### src/rtl/wte_pkg.sv
package wte_pkg;

  localparam int NumSym     = 162;
  localparam int SymPerWord = 27;
  localparam int NumWord    = 6;
  localparam int WordW      = 2 * SymPerWord;
  localparam int PayloadW   = 50;
  localparam int CodeLen    = 81;
  localparam int PolyW      = 32;

  localparam logic [PolyW-1:0] PolyA = 32'hf2d05351;
  localparam logic [PolyW-1:0] PolyB = 32'he4613c47;

  // Sync vector, index 0 on the left.
  localparam logic [0:NumSym-1] SyncBits = {
    24'b110000001000111000100101,
    24'b111000000010010100000010,
    24'b110011010001101000011010,
    24'b101010010010110001101010,
    24'b001000001001001110110011,
    24'b010001110000010100110000,
    18'b000110101100011000
  };

  // Checked and coded message fields.
  typedef struct packed {
    logic       ok;
    logic [5:0] c0;
    logic [5:0] c1;
    logic [3:0] c2;
    logic [4:0] t3;
    logic [4:0] t4;
    logic [4:0] t5;
    logic [4:0] g0;
    logic [4:0] g1;
    logic [3:0] g2;
    logic [3:0] g3;
    logic [7:0] dbm;
  } chk_t;

  // Partial products of the callsign and the grid/power word.
  typedef struct packed {
    logic        ok;
    logic [13:0] call_head;
    logic [14:0] call_tail;
    logic [21:0] grid_power;
  } part_t;

  typedef struct packed {
    logic                ok;
    logic [PayloadW-1:0] payload;
  } pack_t;

endpackage

### src/rtl/wte_msg_if.sv
interface wte_msg_if;
  logic       valid;
  logic       ready;
  logic [7:0] call_char0;
  logic [7:0] call_char1;
  logic [7:0] call_char2;
  logic [7:0] call_char3;
  logic [7:0] call_char4;
  logic [7:0] call_char5;
  logic [2:0] call_length;
  logic [7:0] grid_char0;
  logic [7:0] grid_char1;
  logic [7:0] grid_char2;
  logic [7:0] grid_char3;
  logic [7:0] power_dbm;

  modport source (
    output valid, call_char0, call_char1, call_char2, call_char3, call_char4, call_char5,
    output call_length, grid_char0, grid_char1, grid_char2, grid_char3, power_dbm,
    input  ready
  );

  modport sink (
    input  valid, call_char0, call_char1, call_char2, call_char3, call_char4, call_char5,
    input  call_length, grid_char0, grid_char1, grid_char2, grid_char3, power_dbm,
    output ready
  );
endinterface

### src/rtl/wte_sym_if.sv
interface wte_sym_if;
  logic        valid;
  logic        ready;
  logic        message_valid;
  logic [53:0] symbols_0;
  logic [53:0] symbols_1;
  logic [53:0] symbols_2;
  logic [53:0] symbols_3;
  logic [53:0] symbols_4;
  logic [53:0] symbols_5;

  modport source (
    output valid, message_valid,
    output symbols_0, symbols_1, symbols_2, symbols_3, symbols_4, symbols_5,
    input  ready
  );

  modport sink (
    input  valid, message_valid,
    input  symbols_0, symbols_1, symbols_2, symbols_3, symbols_4, symbols_5,
    output ready
  );
endinterface

### src/rtl/wte_check.sv
module wte_check (
  input  logic          clk,
  input  logic          rst,
  input  logic          in_valid,
  output logic          in_ready,
  input  logic [7:0]    call_char0,
  input  logic [7:0]    call_char1,
  input  logic [7:0]    call_char2,
  input  logic [7:0]    call_char3,
  input  logic [7:0]    call_char4,
  input  logic [7:0]    call_char5,
  input  logic [2:0]    call_length,
  input  logic [7:0]    grid_char0,
  input  logic [7:0]    grid_char1,
  input  logic [7:0]    grid_char2,
  input  logic [7:0]    grid_char3,
  input  logic [7:0]    power_dbm,
  output logic          out_valid,
  input  logic          out_ready,
  output wte_pkg::chk_t out_data
);

  localparam logic [7:0] Space = 8'd32;

  function automatic logic is_letter(input logic [7:0] c);
    return c >= 8'd65 && c <= 8'd90;
  endfunction

  function automatic logic is_digit(input logic [7:0] c);
    return c >= 8'd48 && c <= 8'd57;
  endfunction

  function automatic logic [5:0] char_code(input logic [7:0] c);
    logic [5:0] code;
    if (is_digit(c)) begin
      code = 6'(c - 8'd48);
    end else if (is_letter(c)) begin
      code = 6'(c - 8'd55);
    end else begin
      code = 6'd36;
    end
    return code;
  endfunction

  // Letters 0..25, space 26.
  function automatic logic [4:0] tail_code(input logic [7:0] c);
    return is_letter(c) ? 5'(c - 8'd65) : 5'd26;
  endfunction

  function automatic logic power_listed(input logic [7:0] p);
    logic hit;
    case (p)
      8'd0, 8'd3, 8'd7, 8'd10, 8'd13, 8'd17, 8'd20, 8'd23, 8'd27, 8'd30,
      8'd33, 8'd37, 8'd40, 8'd43, 8'd47, 8'd50, 8'd53, 8'd57, 8'd60: hit = 1'b1;
      default: hit = 1'b0;
    endcase
    return hit;
  endfunction

  logic [7:0]    ch [6];
  logic [7:0]    pad [6];
  logic          shift;
  logic          len_ok;
  logic          call_ok;
  logic          pad_ok;
  logic          grid_ok;
  wte_pkg::chk_t chk;

  always_comb begin
    ch[0] = call_char0;
    ch[1] = call_char1;
    ch[2] = call_char2;
    ch[3] = call_char3;
    ch[4] = call_char4;
    ch[5] = call_char5;

    // Without a digit in the third place, slide right behind a space.
    shift  = !is_digit(call_char2);
    len_ok = call_length >= 3'd3 && call_length <= 3'd6 &&
             (!shift || call_length <= 3'd5);

    for (int p = 0; p < 6; p++) begin
      pad[p] = (!shift && 3'(p) < call_length) ? ch[p] : Space;
    end
    if (shift) begin
      pad[0] = Space;
      for (int p = 1; p < 6; p++) begin
        pad[p] = (3'(p - 1) < call_length) ? ch[p-1] : Space;
      end
    end

    call_ok = 1'b1;
    for (int i = 0; i < 6; i++) begin
      if (3'(i) < call_length && !(is_letter(ch[i]) || is_digit(ch[i]))) call_ok = 1'b0;
    end

    pad_ok = (is_letter(pad[0]) || is_digit(pad[0]) || pad[0] == Space) &&
             (is_letter(pad[1]) || is_digit(pad[1])) &&
             is_digit(pad[2]) && is_letter(pad[3]) &&
             (is_letter(pad[4]) || pad[4] == Space) &&
             (is_letter(pad[5]) || pad[5] == Space);

    grid_ok = grid_char0 >= 8'd65 && grid_char0 <= 8'd82 &&
              grid_char1 >= 8'd65 && grid_char1 <= 8'd82 &&
              is_digit(grid_char2) && is_digit(grid_char3);

    chk.ok  = len_ok && call_ok && pad_ok && grid_ok && power_listed(power_dbm);
    chk.c0  = char_code(pad[0]);
    chk.c1  = char_code(pad[1]);
    chk.c2  = 4'(pad[2] - 8'd48);
    chk.t3  = tail_code(pad[3]);
    chk.t4  = tail_code(pad[4]);
    chk.t5  = tail_code(pad[5]);
    chk.g0  = 5'(grid_char0 - 8'd65);
    chk.g1  = 5'(grid_char1 - 8'd65);
    chk.g2  = 4'(grid_char2 - 8'd48);
    chk.g3  = 4'(grid_char3 - 8'd48);
    chk.dbm = power_dbm;
  end

  assign in_ready = !out_valid || out_ready;

  always_ff @(posedge clk) begin
    if (rst) begin
      out_valid <= 1'b0;
    end else if (in_ready) begin
      out_valid <= in_valid;
    end
  end

  always_ff @(posedge clk) begin
    if (in_ready && in_valid) begin
      out_data <= chk;
    end
  end

endmodule

### src/rtl/wte_pack.sv
module wte_pack (
  input  logic           clk,
  input  logic           rst,
  input  logic           in_valid,
  output logic           in_ready,
  input  wte_pkg::chk_t  in_data,
  output logic           out_valid,
  input  logic           out_ready,
  output wte_pkg::pack_t out_data
);

  wte_pkg::part_t part;
  wte_pkg::part_t part_next;
  logic           part_valid;
  logic           part_ready;
  logic [7:0]     lat_term;
  logic [14:0]    grid_hi;
  logic [7:0]     power_term;
  logic [27:0]    call_word;

  // First stage: callsign head/tail and the grid/power word.
  always_comb begin
    part_next.ok        = in_data.ok;
    part_next.call_head = (14'(in_data.c0) * 14'd36 + 14'(in_data.c1)) * 14'd10
                          + 14'(in_data.c2);
    part_next.call_tail = (15'(in_data.t3) * 15'd27 + 15'(in_data.t4)) * 15'd27
                          + 15'(in_data.t5);
    lat_term   = 8'd179 - 8'd10 * 8'(in_data.g0) - 8'(in_data.g2);
    grid_hi    = 15'(lat_term) * 15'd180 + 15'd10 * 15'(in_data.g1) + 15'(in_data.g3);
    power_term = in_data.dbm + 8'd64;
    part_next.grid_power = {grid_hi, power_term[6:0]};
  end

  assign part_ready = !out_valid || out_ready;
  assign in_ready   = !part_valid || part_ready;

  always_ff @(posedge clk) begin
    if (rst) begin
      part_valid <= 1'b0;
    end else if (in_ready) begin
      part_valid <= in_valid;
    end
  end

  always_ff @(posedge clk) begin
    if (in_ready && in_valid) begin
      part <= part_next;
    end
  end

  // Second stage: head times 27^3 plus the three tail places.
  assign call_word = 28'(part.call_head) * 28'd19683 + 28'(part.call_tail);

  always_ff @(posedge clk) begin
    if (rst) begin
      out_valid <= 1'b0;
    end else if (part_ready) begin
      out_valid <= part_valid;
    end
  end

  always_ff @(posedge clk) begin
    if (part_ready && part_valid) begin
      out_data.ok      <= part.ok;
      out_data.payload <= {call_word, part.grid_power};
    end
  end

endmodule

### src/rtl/wte_code.sv
module wte_code (
  input  logic                                 clk,
  input  logic                                 rst,
  input  logic                                 in_valid,
  output logic                                 in_ready,
  input  wte_pkg::pack_t                       in_data,
  output logic                                 out_valid,
  input  logic                                 out_ready,
  output logic                                 message_valid,
  output logic [2*wte_pkg::NumSym-1:0]         symbols
);

  // Each coded bit is an XOR over the payload bits its generator taps see.
  function automatic logic [2*wte_pkg::CodeLen-1:0] conv_encode(
    input logic [wte_pkg::PayloadW-1:0] payload
  );
    logic [2*wte_pkg::CodeLen-1:0] coded;
    coded = '0;
    for (int i = 0; i < wte_pkg::CodeLen; i++) begin
      for (int k = 0; k < wte_pkg::PolyW; k++) begin
        if (k <= i && i - k < wte_pkg::PayloadW) begin
          if (wte_pkg::PolyA[k]) begin
            coded[2*i] = coded[2*i] ^ payload[wte_pkg::PayloadW-1-(i-k)];
          end
          if (wte_pkg::PolyB[k]) begin
            coded[2*i+1] = coded[2*i+1] ^ payload[wte_pkg::PayloadW-1-(i-k)];
          end
        end
      end
    end
    return coded;
  endfunction

  // Bit-reversed address order; pure wiring.
  function automatic logic [wte_pkg::NumSym-1:0] interleave(
    input logic [wte_pkg::NumSym-1:0] coded
  );
    logic [wte_pkg::NumSym-1:0] data;
    logic [7:0]                 rev;
    int                         src;
    data = '0;
    src  = 0;
    for (int i = 0; i < 256; i++) begin
      for (int k = 0; k < 8; k++) begin
        rev[7-k] = i[k];
      end
      if (32'(rev) < wte_pkg::NumSym) begin
        data[rev] = coded[src];
        src++;
      end
    end
    return data;
  endfunction

  logic [wte_pkg::NumSym-1:0]   data_bits;
  logic [2*wte_pkg::NumSym-1:0] symbols_next;

  always_comb begin
    data_bits = interleave(conv_encode(in_data.payload));
    for (int r = 0; r < wte_pkg::NumSym; r++) begin
      symbols_next[2*r +: 2] = in_data.ok ? {data_bits[r], wte_pkg::SyncBits[r]} : 2'b00;
    end
  end

  assign in_ready = !out_valid || out_ready;

  always_ff @(posedge clk) begin
    if (rst) begin
      out_valid <= 1'b0;
    end else if (in_ready) begin
      out_valid <= in_valid;
    end
  end

  always_ff @(posedge clk) begin
    if (in_ready && in_valid) begin
      message_valid <= in_data.ok;
      symbols       <= symbols_next;
    end
  end

endmodule

### src/rtl/wspr_type1_message_encoder_unit.sv
// WSPR type 1 message encoder.
// Input channel msg: a callsign of up to six ASCII bytes with its length, a
// four-character grid locator and a power in dBm, one message per beat.
// Output channel sym: message_valid and 162 two-bit channel symbols packed 27
// to a 54-bit word, symbol t of a word at bits 2t+1..2t. A message that fails
// its checks comes out with message_valid low and all words zero.
// Four register stages: field check and character coding, callsign and grid
// packing, the 27^3 multiply that completes the 50-bit payload, and the
// convolutional code with interleave and sync into the output register.
// One message per cycle sustained while sym is ready; every stage is
// combinational logic feeding its register, so nothing iterates.
// Each stage has its own valid bit and loads whenever it is empty or the
// stage after it moves, so bubbles close up: while sym is stalled msg keeps
// accepting until all four stages hold a beat, and nothing is dropped.
// Reset clears every valid bit; the pipeline starts empty and msg is ready
// in the first cycle after reset.
module wspr_type1_message_encoder_unit (
  input logic       clk,
  input logic       rst,
  wte_msg_if.sink   msg,
  wte_sym_if.source sym
);

  wte_pkg::chk_t                chk_data;
  logic                         chk_valid;
  logic                         chk_ready;
  wte_pkg::pack_t               pack_data;
  logic                         pack_valid;
  logic                         pack_ready;
  logic [2*wte_pkg::NumSym-1:0] symbols;

  wte_check u_check (
    .clk         (clk),
    .rst         (rst),
    .in_valid    (msg.valid),
    .in_ready    (msg.ready),
    .call_char0  (msg.call_char0),
    .call_char1  (msg.call_char1),
    .call_char2  (msg.call_char2),
    .call_char3  (msg.call_char3),
    .call_char4  (msg.call_char4),
    .call_char5  (msg.call_char5),
    .call_length (msg.call_length),
    .grid_char0  (msg.grid_char0),
    .grid_char1  (msg.grid_char1),
    .grid_char2  (msg.grid_char2),
    .grid_char3  (msg.grid_char3),
    .power_dbm   (msg.power_dbm),
    .out_valid   (chk_valid),
    .out_ready   (chk_ready),
    .out_data    (chk_data)
  );

  wte_pack u_pack (
    .clk       (clk),
    .rst       (rst),
    .in_valid  (chk_valid),
    .in_ready  (chk_ready),
    .in_data   (chk_data),
    .out_valid (pack_valid),
    .out_ready (pack_ready),
    .out_data  (pack_data)
  );

  wte_code u_code (
    .clk           (clk),
    .rst           (rst),
    .in_valid      (pack_valid),
    .in_ready      (pack_ready),
    .in_data       (pack_data),
    .out_valid     (sym.valid),
    .out_ready     (sym.ready),
    .message_valid (sym.message_valid),
    .symbols       (symbols)
  );

  assign sym.symbols_0 = symbols[0*wte_pkg::WordW +: wte_pkg::WordW];
  assign sym.symbols_1 = symbols[1*wte_pkg::WordW +: wte_pkg::WordW];
  assign sym.symbols_2 = symbols[2*wte_pkg::WordW +: wte_pkg::WordW];
  assign sym.symbols_3 = symbols[3*wte_pkg::WordW +: wte_pkg::WordW];
  assign sym.symbols_4 = symbols[4*wte_pkg::WordW +: wte_pkg::WordW];
  assign sym.symbols_5 = symbols[5*wte_pkg::WordW +: wte_pkg::WordW];

  // An empty output stage lets the whole chain advance.
  a_ready_when_out_empty: assert property (
    @(posedge clk) disable iff (rst) !sym.valid |-> msg.ready
  ) else $error("msg not ready while output stage is empty");

  a_accept_fills_first_stage: assert property (
    @(posedge clk) disable iff (rst) msg.valid && msg.ready |=> chk_valid
  ) else $error("accepted beat did not reach the check stage");

  a_invalid_is_zero: assert property (
    @(posedge clk) disable iff (rst)
    sym.valid && !sym.message_valid |->
      sym.symbols_0 == 54'd0 && sym.symbols_1 == 54'd0 && sym.symbols_2 == 54'd0 &&
      sym.symbols_3 == 54'd0 && sym.symbols_4 == 54'd0 && sym.symbols_5 == 54'd0
  ) else $error("rejected message carries nonzero symbols");

  a_sync_first_symbol: assert property (
    @(posedge clk) disable iff (rst)
    sym.valid && sym.message_valid |-> sym.symbols_0[0] == wte_pkg::SyncBits[0]
  ) else $error("sync bit of symbol 0 wrong");

endmodule
### src/flat_wrapper.sv
// flat-port wrapper written by rule: the top's interface ports become plain ports
module wspr_type1_message_encoder_unit_flat 
  (clk, rst, msg_valid, msg_call_char0, msg_call_char1, msg_call_char2, msg_call_char3, msg_call_char4, msg_call_char5, msg_call_length, msg_grid_char0, msg_grid_char1, msg_grid_char2, msg_grid_char3, msg_power_dbm, msg_ready, sym_valid, sym_message_valid, sym_symbols_0, sym_symbols_1, sym_symbols_2, sym_symbols_3, sym_symbols_4, sym_symbols_5, sym_ready);
  wte_msg_if msg_i ();
  wte_sym_if sym_i ();
  input logic clk;
  input logic rst;
  input wire logic [$bits(msg_i.valid)-1:0] msg_valid;
  input wire logic [$bits(msg_i.call_char0)-1:0] msg_call_char0;
  input wire logic [$bits(msg_i.call_char1)-1:0] msg_call_char1;
  input wire logic [$bits(msg_i.call_char2)-1:0] msg_call_char2;
  input wire logic [$bits(msg_i.call_char3)-1:0] msg_call_char3;
  input wire logic [$bits(msg_i.call_char4)-1:0] msg_call_char4;
  input wire logic [$bits(msg_i.call_char5)-1:0] msg_call_char5;
  input wire logic [$bits(msg_i.call_length)-1:0] msg_call_length;
  input wire logic [$bits(msg_i.grid_char0)-1:0] msg_grid_char0;
  input wire logic [$bits(msg_i.grid_char1)-1:0] msg_grid_char1;
  input wire logic [$bits(msg_i.grid_char2)-1:0] msg_grid_char2;
  input wire logic [$bits(msg_i.grid_char3)-1:0] msg_grid_char3;
  input wire logic [$bits(msg_i.power_dbm)-1:0] msg_power_dbm;
  output wire logic [$bits(msg_i.ready)-1:0] msg_ready;
  output wire logic [$bits(sym_i.valid)-1:0] sym_valid;
  output wire logic [$bits(sym_i.message_valid)-1:0] sym_message_valid;
  output wire logic [$bits(sym_i.symbols_0)-1:0] sym_symbols_0;
  output wire logic [$bits(sym_i.symbols_1)-1:0] sym_symbols_1;
  output wire logic [$bits(sym_i.symbols_2)-1:0] sym_symbols_2;
  output wire logic [$bits(sym_i.symbols_3)-1:0] sym_symbols_3;
  output wire logic [$bits(sym_i.symbols_4)-1:0] sym_symbols_4;
  output wire logic [$bits(sym_i.symbols_5)-1:0] sym_symbols_5;
  input wire logic [$bits(sym_i.ready)-1:0] sym_ready;
  assign msg_i.valid = msg_valid;
  assign msg_i.call_char0 = msg_call_char0;
  assign msg_i.call_char1 = msg_call_char1;
  assign msg_i.call_char2 = msg_call_char2;
  assign msg_i.call_char3 = msg_call_char3;
  assign msg_i.call_char4 = msg_call_char4;
  assign msg_i.call_char5 = msg_call_char5;
  assign msg_i.call_length = msg_call_length;
  assign msg_i.grid_char0 = msg_grid_char0;
  assign msg_i.grid_char1 = msg_grid_char1;
  assign msg_i.grid_char2 = msg_grid_char2;
  assign msg_i.grid_char3 = msg_grid_char3;
  assign msg_i.power_dbm = msg_power_dbm;
  assign msg_ready = msg_i.ready;
  assign sym_valid = sym_i.valid;
  assign sym_message_valid = sym_i.message_valid;
  assign sym_symbols_0 = sym_i.symbols_0;
  assign sym_symbols_1 = sym_i.symbols_1;
  assign sym_symbols_2 = sym_i.symbols_2;
  assign sym_symbols_3 = sym_i.symbols_3;
  assign sym_symbols_4 = sym_i.symbols_4;
  assign sym_symbols_5 = sym_i.symbols_5;
  assign sym_i.ready = sym_ready;
  wspr_type1_message_encoder_unit u_core (.clk(clk), .rst(rst), .msg(msg_i), .sym(sym_i));
endmodule
### config.mk
export PLATFORM = sky130hd
export DESIGN_NAME = wspr_type1_message_encoder_unit_flat
export DESIGN_NICKNAME = d
export VERILOG_FILES = /design/src/rtl/wte_pkg.sv /design/src/rtl/wte_msg_if.sv /design/src/rtl/wte_sym_if.sv /design/src/rtl/wte_check.sv /design/src/rtl/wte_pack.sv /design/src/rtl/wte_code.sv /design/src/rtl/wspr_type1_message_encoder_unit.sv /design/src/flat_wrapper.sv
export SDC_FILE = /design/constraint.sdc
export NUM_CORES = 1
export LEC_CHECK = 0
export ABC_AREA = 1
export BUFFER_PORTS_ARGS = -buffer_cell sky130_fd_sc_hd__buf_2
export CAP_MARGIN = 20
export CORE_MARGIN = 3
export CORE_UTILIZATION = 35
export DETAILED_ROUTE_END_ITERATION = 8
export PLACE_DENSITY = 0.6
export REMOVE_ABC_BUFFERS = 1
export SLEW_MARGIN = 20
export SYNTH_ARGS = -nofsm -noshare
export SYNTH_HDL_FRONTEND = slang
export SYNTH_SLANG_ARGS = --single-unit
### constraint.sdc
create_clock -name clk -period 11.5 [get_ports clk]
set_input_delay 2.3 -clock clk [delete_from_list [all_inputs] [get_ports clk]]
set_output_delay 2.3 -clock clk [all_outputs]
set_load 0.005 [all_outputs]
# Yosys cells after proc, flatten, opt, wreduce, memory -nomap -nowiden
# Memory sizes are Yosys's and may differ from the RTL's.
# Cells that the tools add are included.
# W data, S select, Z words.
dict set report totals {
  memories 1
  in_bits 95
  out_inout_bits 327
  wordCells 1554
  rom_bits 64
  reg_bits 489
}
# memory depth word_bits rd rd_clocked_by_memory_dff wr line
set memory_table {}
lappend memory_table {{(no name shown)} 64 1 1 0 0 wte_check.sv:52} ;# case (p)
dict set report classes {
  add_sub_neg 22
  n_mux 87
  eq_ne 3
  n_lt_le_gt_ge 57
  mul 8
  n_reduce_logical 81
  n_bitwise 1270
}
# cell count
set ops {}
lappend ops {{$xor A1 B1 Y1} 1270}
lappend ops {{$ge A8 B7 Y1 const B} 13}
lappend ops {{$le A8 B7 Y1 const B} 13}
lappend ops {{$ge A8 B6 Y1 const B} 11}
lappend ops {{$le A8 B6 Y1 const B} 11}
lappend ops {{$mux W8} 11}
lappend ops {{$mux W1} 70}
lappend ops {{$logic_and A1 B1 Y1} 54}
lappend ops {{$mux W48} 1}
lappend ops {{$add A28 B15 Y28} 1}
lappend ops {{$mul A14 B15 Y28 const B} 1}
lappend ops {{$sub A5 B1 Y5 const B} 5}
lappend ops {{$eq A8 B6 Y1 const B} 3}
lappend ops {{$mux W6} 4}
lappend ops {{$sub A6 B6 Y6 const B} 4}
lappend ops {{$logic_or A1 B1 Y1} 16}
lappend ops {{$add A15 B4 Y15} 1}
lappend ops {{$add A15 B5 Y15} 1}
lappend ops {{$add A15 B9 Y15} 1}
lappend ops {{$mul A11 B5 Y15 const B} 1}
lappend ops {{$add A14 B4 Y14} 1}
lappend ops {{$add A12 B6 Y13} 1}
lappend ops {{$mul A13 B3 Y13 const B} 1}
lappend ops {{$mul A8 B6 Y13 const B} 1}
lappend ops {{17 further kinds} 32}

# Logic depth before layout (Yosys ltp)
dict set report depth {
  word_depth 17
  mapped_depth 29
  ltp_nobuf 29
}

# Hierarchy
# A second synthesis with hierarchy kept.
dict set report unflattened {
  hier_cells 4587
  area_unflattened_um2 34640.7
}
# module instances seq_area_each_um2 cells_each area_per_inst_um2
set modules_own_cells {}
lappend modules_own_cells {wte_code 1 4794.6 2506 16769.8}
lappend modules_own_cells {wte_pack 1 3133.0 1408 13058.8}
lappend modules_own_cells {wte_check 1 1761.7 673 4812.1}

# Worst setup path before layout
# OpenSTA, ideal clock, no wires.
dict set report synth_timing {
  kind {input to register}
  startpoint {input sym_ready}
  endpoint {register u_core.u_code.symbols[101] in the netlist's numbering, enable pin}
  path_buffers 0
  t_required_ns 10.816
  arrival_ns 9.013
  setup_time_ns 0.684
  path_stages 2
  slack_ns 1.803
  path_cell_list {nor2_1 > nor2_1}
}
dict set report synth_between {
  elab_chain_cells 2
}
# item line
set synth_rtl {}
lappend synth_rtl {{start: declaration} flat_wrapper.sv:30} ;# input wire logic [$bits(sym_i.ready)-1:0] sym_ready;
lappend synth_rtl {{$logic_or A1 B1 Y1} wte_code.sv:65} ;# assign in_ready = !out_valid || out_ready;
lappend synth_rtl {{$logic_and A1 B1 Y1} wte_code.sv:76} ;# if (in_ready && in_valid) begin
lappend synth_rtl {{end signal: assignment} wte_code.sv:78} ;# symbols <= symbols_next;
lappend synth_rtl {{end: declaration} wte_code.sv:10} ;# output logic [2*wte_pkg::NumSym-1:0] symbols
# Every way passes these cells.
# A chain may end at the register's enable or synchronous reset.

==> flow_summary.toml <==
[outcome]
status = "completed"

[worst_hold_path]
hp-start = "u_core.u_pack.part[5]$_DFFE_PP_"
worst_hold_path_cell_count = 0
min_delay_worst_endpoint = "u_core.u_pack.out_data[5]$_DFFE_PP_"
min-delay-path-class = "flip-flop to flip-flop"

[yosys]
post_synthesis_adder_cell_area_fraction = 0.189
ys_seq_area_frac = 0.302
average_footprint_of_a_synthesized_cell_um2 = 9.20
post_synth_xor_area_fraction = 0.225
synth_cell_type_count = 53
synthCells = 3480
synthFlopType = "edfxtp_1"
ys_ff_latch = 323
synth_edf_count = 319
synthArstFlopShare = 0
combinational_family_with_the_most_area_after_synthesis = "XOR/XNOR gates"
synth.cell_area_um2 = 32000
post_synth_and_or_nand_nor_area_fraction = 0.101
post_synthesis_compound_gate_area_fraction = 0.0686
synth.mux.area_fraction = 0
yosysWarnings = 0

[critical_path]
max_stage_delay_ps = 540
critPathRequiredTime_ps = 11790
timing.critical_path.fanout_max = 5
start_kind = "flip-flop"
critical_path.endpoint_type = "flip-flop"
r2r_start = "u_core.u_check.out_data[39]$_SDFFCE_PN1P_"
path_class = "flip-flop to flip-flop"
cp_common_cell = "inv_1"
reg2reg_to = "u_core.u_pack.part[34]$_DFFE_PP_"
slowest_stage = "fa_1"
worst-endpoint-arrival_ps = 6350
worstRegToRegCells = 26
reg2reg_slack_ps = 5440

[die]
initial_utilization = 0.354
design.portCount = 422
fp-row-count = 110
fp.dieH_um = 308
fp.dieArea_um2 = 95100
die-width_um = 308
floorplan.core_area_um2 = 90300

[clock_tree]
cts_num_sinks = 323
tritoncts = "built"
postCtsSetupRepairBufs = 0
clockBufferDepth = 3
tritoncts.num_buffers = 38
cts_hold_buffers = 0
cts-root-buf = "clkbuf_16"
path_clk_slew_ps = 50
clk_latency_ps = 550
ctsHtreeMaxLevel = 2
cts-resized-gates = 0

[placement]
dp.final_hpwl_mm = 65.1
port-buffer-count = 322
placedCellCount = 4842
finalWeightedCongestion = 0.947

[timing]
max_freq_ghz = 0.165
maxSlewHeadroom = 0.253
rsz0062_at_grt = "false"
final.min_clock_period_ps = 6060
hold_violations = 0
worst_slew_pin_slew_ps = 1120
maxSlewViolCount = 0
layout_worst_path_cycle_share = 0.527
clock_skew_ps = 20.3
totalNegativeSetupSlack_ps = 0
timing.final.setup_violations = 0

[grt]
grt_antenna_before_repair = 0
wire_length_of_the_first_global_routing_pass_mm = 125
grt_util_all_layers = 0.167
grt_overflow_total = 0
number_of_global_route_vias_before_repair = 22122
grt_max_degree = 77

[detailed_routing]
vias = 22337
route.detailed.wl_per_inst_um = 16.3
drt_iter0_markers = 1452
route.final.wire_length_mm = 80.0
viasPerCell = 4.55
drc = 0
drt_first_pass_iters = 5
detail-route-antenna-nets = 0

[job]
max-cap-violations = 0

[layout]
num-nets-final = 4215
drive_gt1_frac = 0.129
layout_cells_excl_fill = 4910
diodes = 0
syn2layout_area_growth_pct = 10.1
## critical path, delay by kind of cell (launching register included)
kind	cells	cell delay (ps)
adders and majority gates	8	3390
AOI/OAI and AO/OA	6	880
DFF	1	490
and+or+nand+nor	5	460
xor gates and xnor gates	2	320
buffers and inverters	5	280
## routing by layer
layer / track usage / share of wire / vias up
li1: - / - / 11322
met2: 0.289 / 0.48 / 615
met5: 0 / 0 / -
met4: 0.0624 / 0.037 / 0
met1: 0.213 / 0.43 / 10264
met3: 0.0194 / 0.048 / 136
## layout by cell type (no fill, tap or decap), types with 5 or more instances in the layout
cell type / netlist / routed
nand2_2: 14 / 14
nor3_1: 18 / 18
nand3b_1: 7 / 7
buf_4: 179 / 12
a21oi_1: 188 / 188
xnor2_4: 8 / 8
clkinv_2: 0 / 5
clkinv_1: 6 / 12
ha_1: 297 / 297
fa_1: 116 / 116
xor2_1: 474 / 474
nor2_1: 199 / 197
nand2_1: 394 / 394
buf_2: 42 / 322
nand4_1: 16 / 16
edfxtp_1: 319 / 319
nand3_1: 96 / 96
o21ai_1: 36 / 36
xnor2_2: 17 / 17
o21ai_0: 125 / 125
conb_1: 1 / 99
clkbuf_16: 0 / 39
o21a_1: 10 / 10
inv_1: 509 / 507
o211ai_1: 6 / 6
a21o_1: 5 / 5
bufinv_16: 0 / 8
or2_2: 12 / 12
inv_2: 16 / 18
o22ai_1: 8 / 8
xnor2_1: 281 / 281
o21bai_1: 12 / 12
## worst max path at each step
stage | start | to | cells after the start
global placement | u_core.u_check.out_data[39]$_SDFFCE_PN1P_ | u_core.u_pack.part[34]$_DFFE_PP_ | 26
finish | u_core.u_check.out_data[39]$_SDFFCE_PN1P_ | u_core.u_pack.part[34]$_DFFE_PP_ | 26
detailed placement | u_core.u_check.out_data[39]$_SDFFCE_PN1P_ | u_core.u_pack.part[34]$_DFFE_PP_ | 26
global route | u_core.u_check.out_data[39]$_SDFFCE_PN1P_ | u_core.u_pack.part[34]$_DFFE_PP_ | 26
CTS | u_core.u_check.out_data[39]$_SDFFCE_PN1P_ | u_core.u_pack.part[34]$_DFFE_PP_ | 26
floorplan | sym_ready | u_core.u_code.symbols[101]$_SDFFCE_PN0P_ | 2
## state kept, by name, indices dropped and copies added, names as in the netlist
register                  flops
u_core.u_check.out_data      57
u_core.u_pack.part_valid      1
u_core.u_pack.out_valid       1
u_core.u_check.out_valid      1
u_core.u_pack.part           52
u_core.u_code.out_valid       1
u_core.u_code.symbols       159
u_core.u_pack.out_data       51
## kinds of logic (layout without fill, tap and decap cells)
logic type / Yosys count / count (layout)
AOI/OAI and AO/OA: 409 / 409
and+or+nand+nor: 773 / 773
xor gates and xnor gates: 784 / 784
other: 1 / 99
buffers and inverters: 777 / 933
adders and majority gates: 413 / 413
DFF: 323 / 323
## through the flow
stage	cell area, um^2	hold slack [ps]	utilization	setup slack (ps)
after floorplan	30700	400	-	1800
after global placement	33900	403	0.375	5470
after detailed placement	33900	405	0.375	5400
after CTS	35200	418	0.390	5380
after global routing	35200	429	0.390	4920
final	35200	416	0.390	5440
## final cells by class
class                   instances  area (um^2)
inverters                     531         1990
flip-flops and latches        323         9660
clock inverters                26          360
fillers                      9124        55000
well taps                    1176         1470
clock buffers                  41          983
repair buffers                335         1720
multi-input cells            2478        19100
## synthesized netlist by cell type (10+ instances only)
cell type  instances  area (um^2)
a21oi_1          188          941
buf_2             42          210
buf_4            179         1340
clkbuf_1          21         78.8
edfxtp_1         319         9580
fa_1             116         2320
ha_1             297         3720
inv_1            509         1910
inv_2             16         60.1
nand2_1          394         1480
nand2_2           14         87.6
nand3_1           96          480
nand4_1           16          100
nor2_1           199          747
nor3_1            18         90.1
o21a_1            10         75.1
o21ai_0          125          626
o21ai_1           36          180
o21bai_1          12         90.1
or2_2             12         75.1
xnor2_1          281         2460
xnor2_2           17          277
xor2_1           474         4150
Power is not shown: default switching activity piles up to over one toggle a cycle in this logic, so the estimate is an artifact.
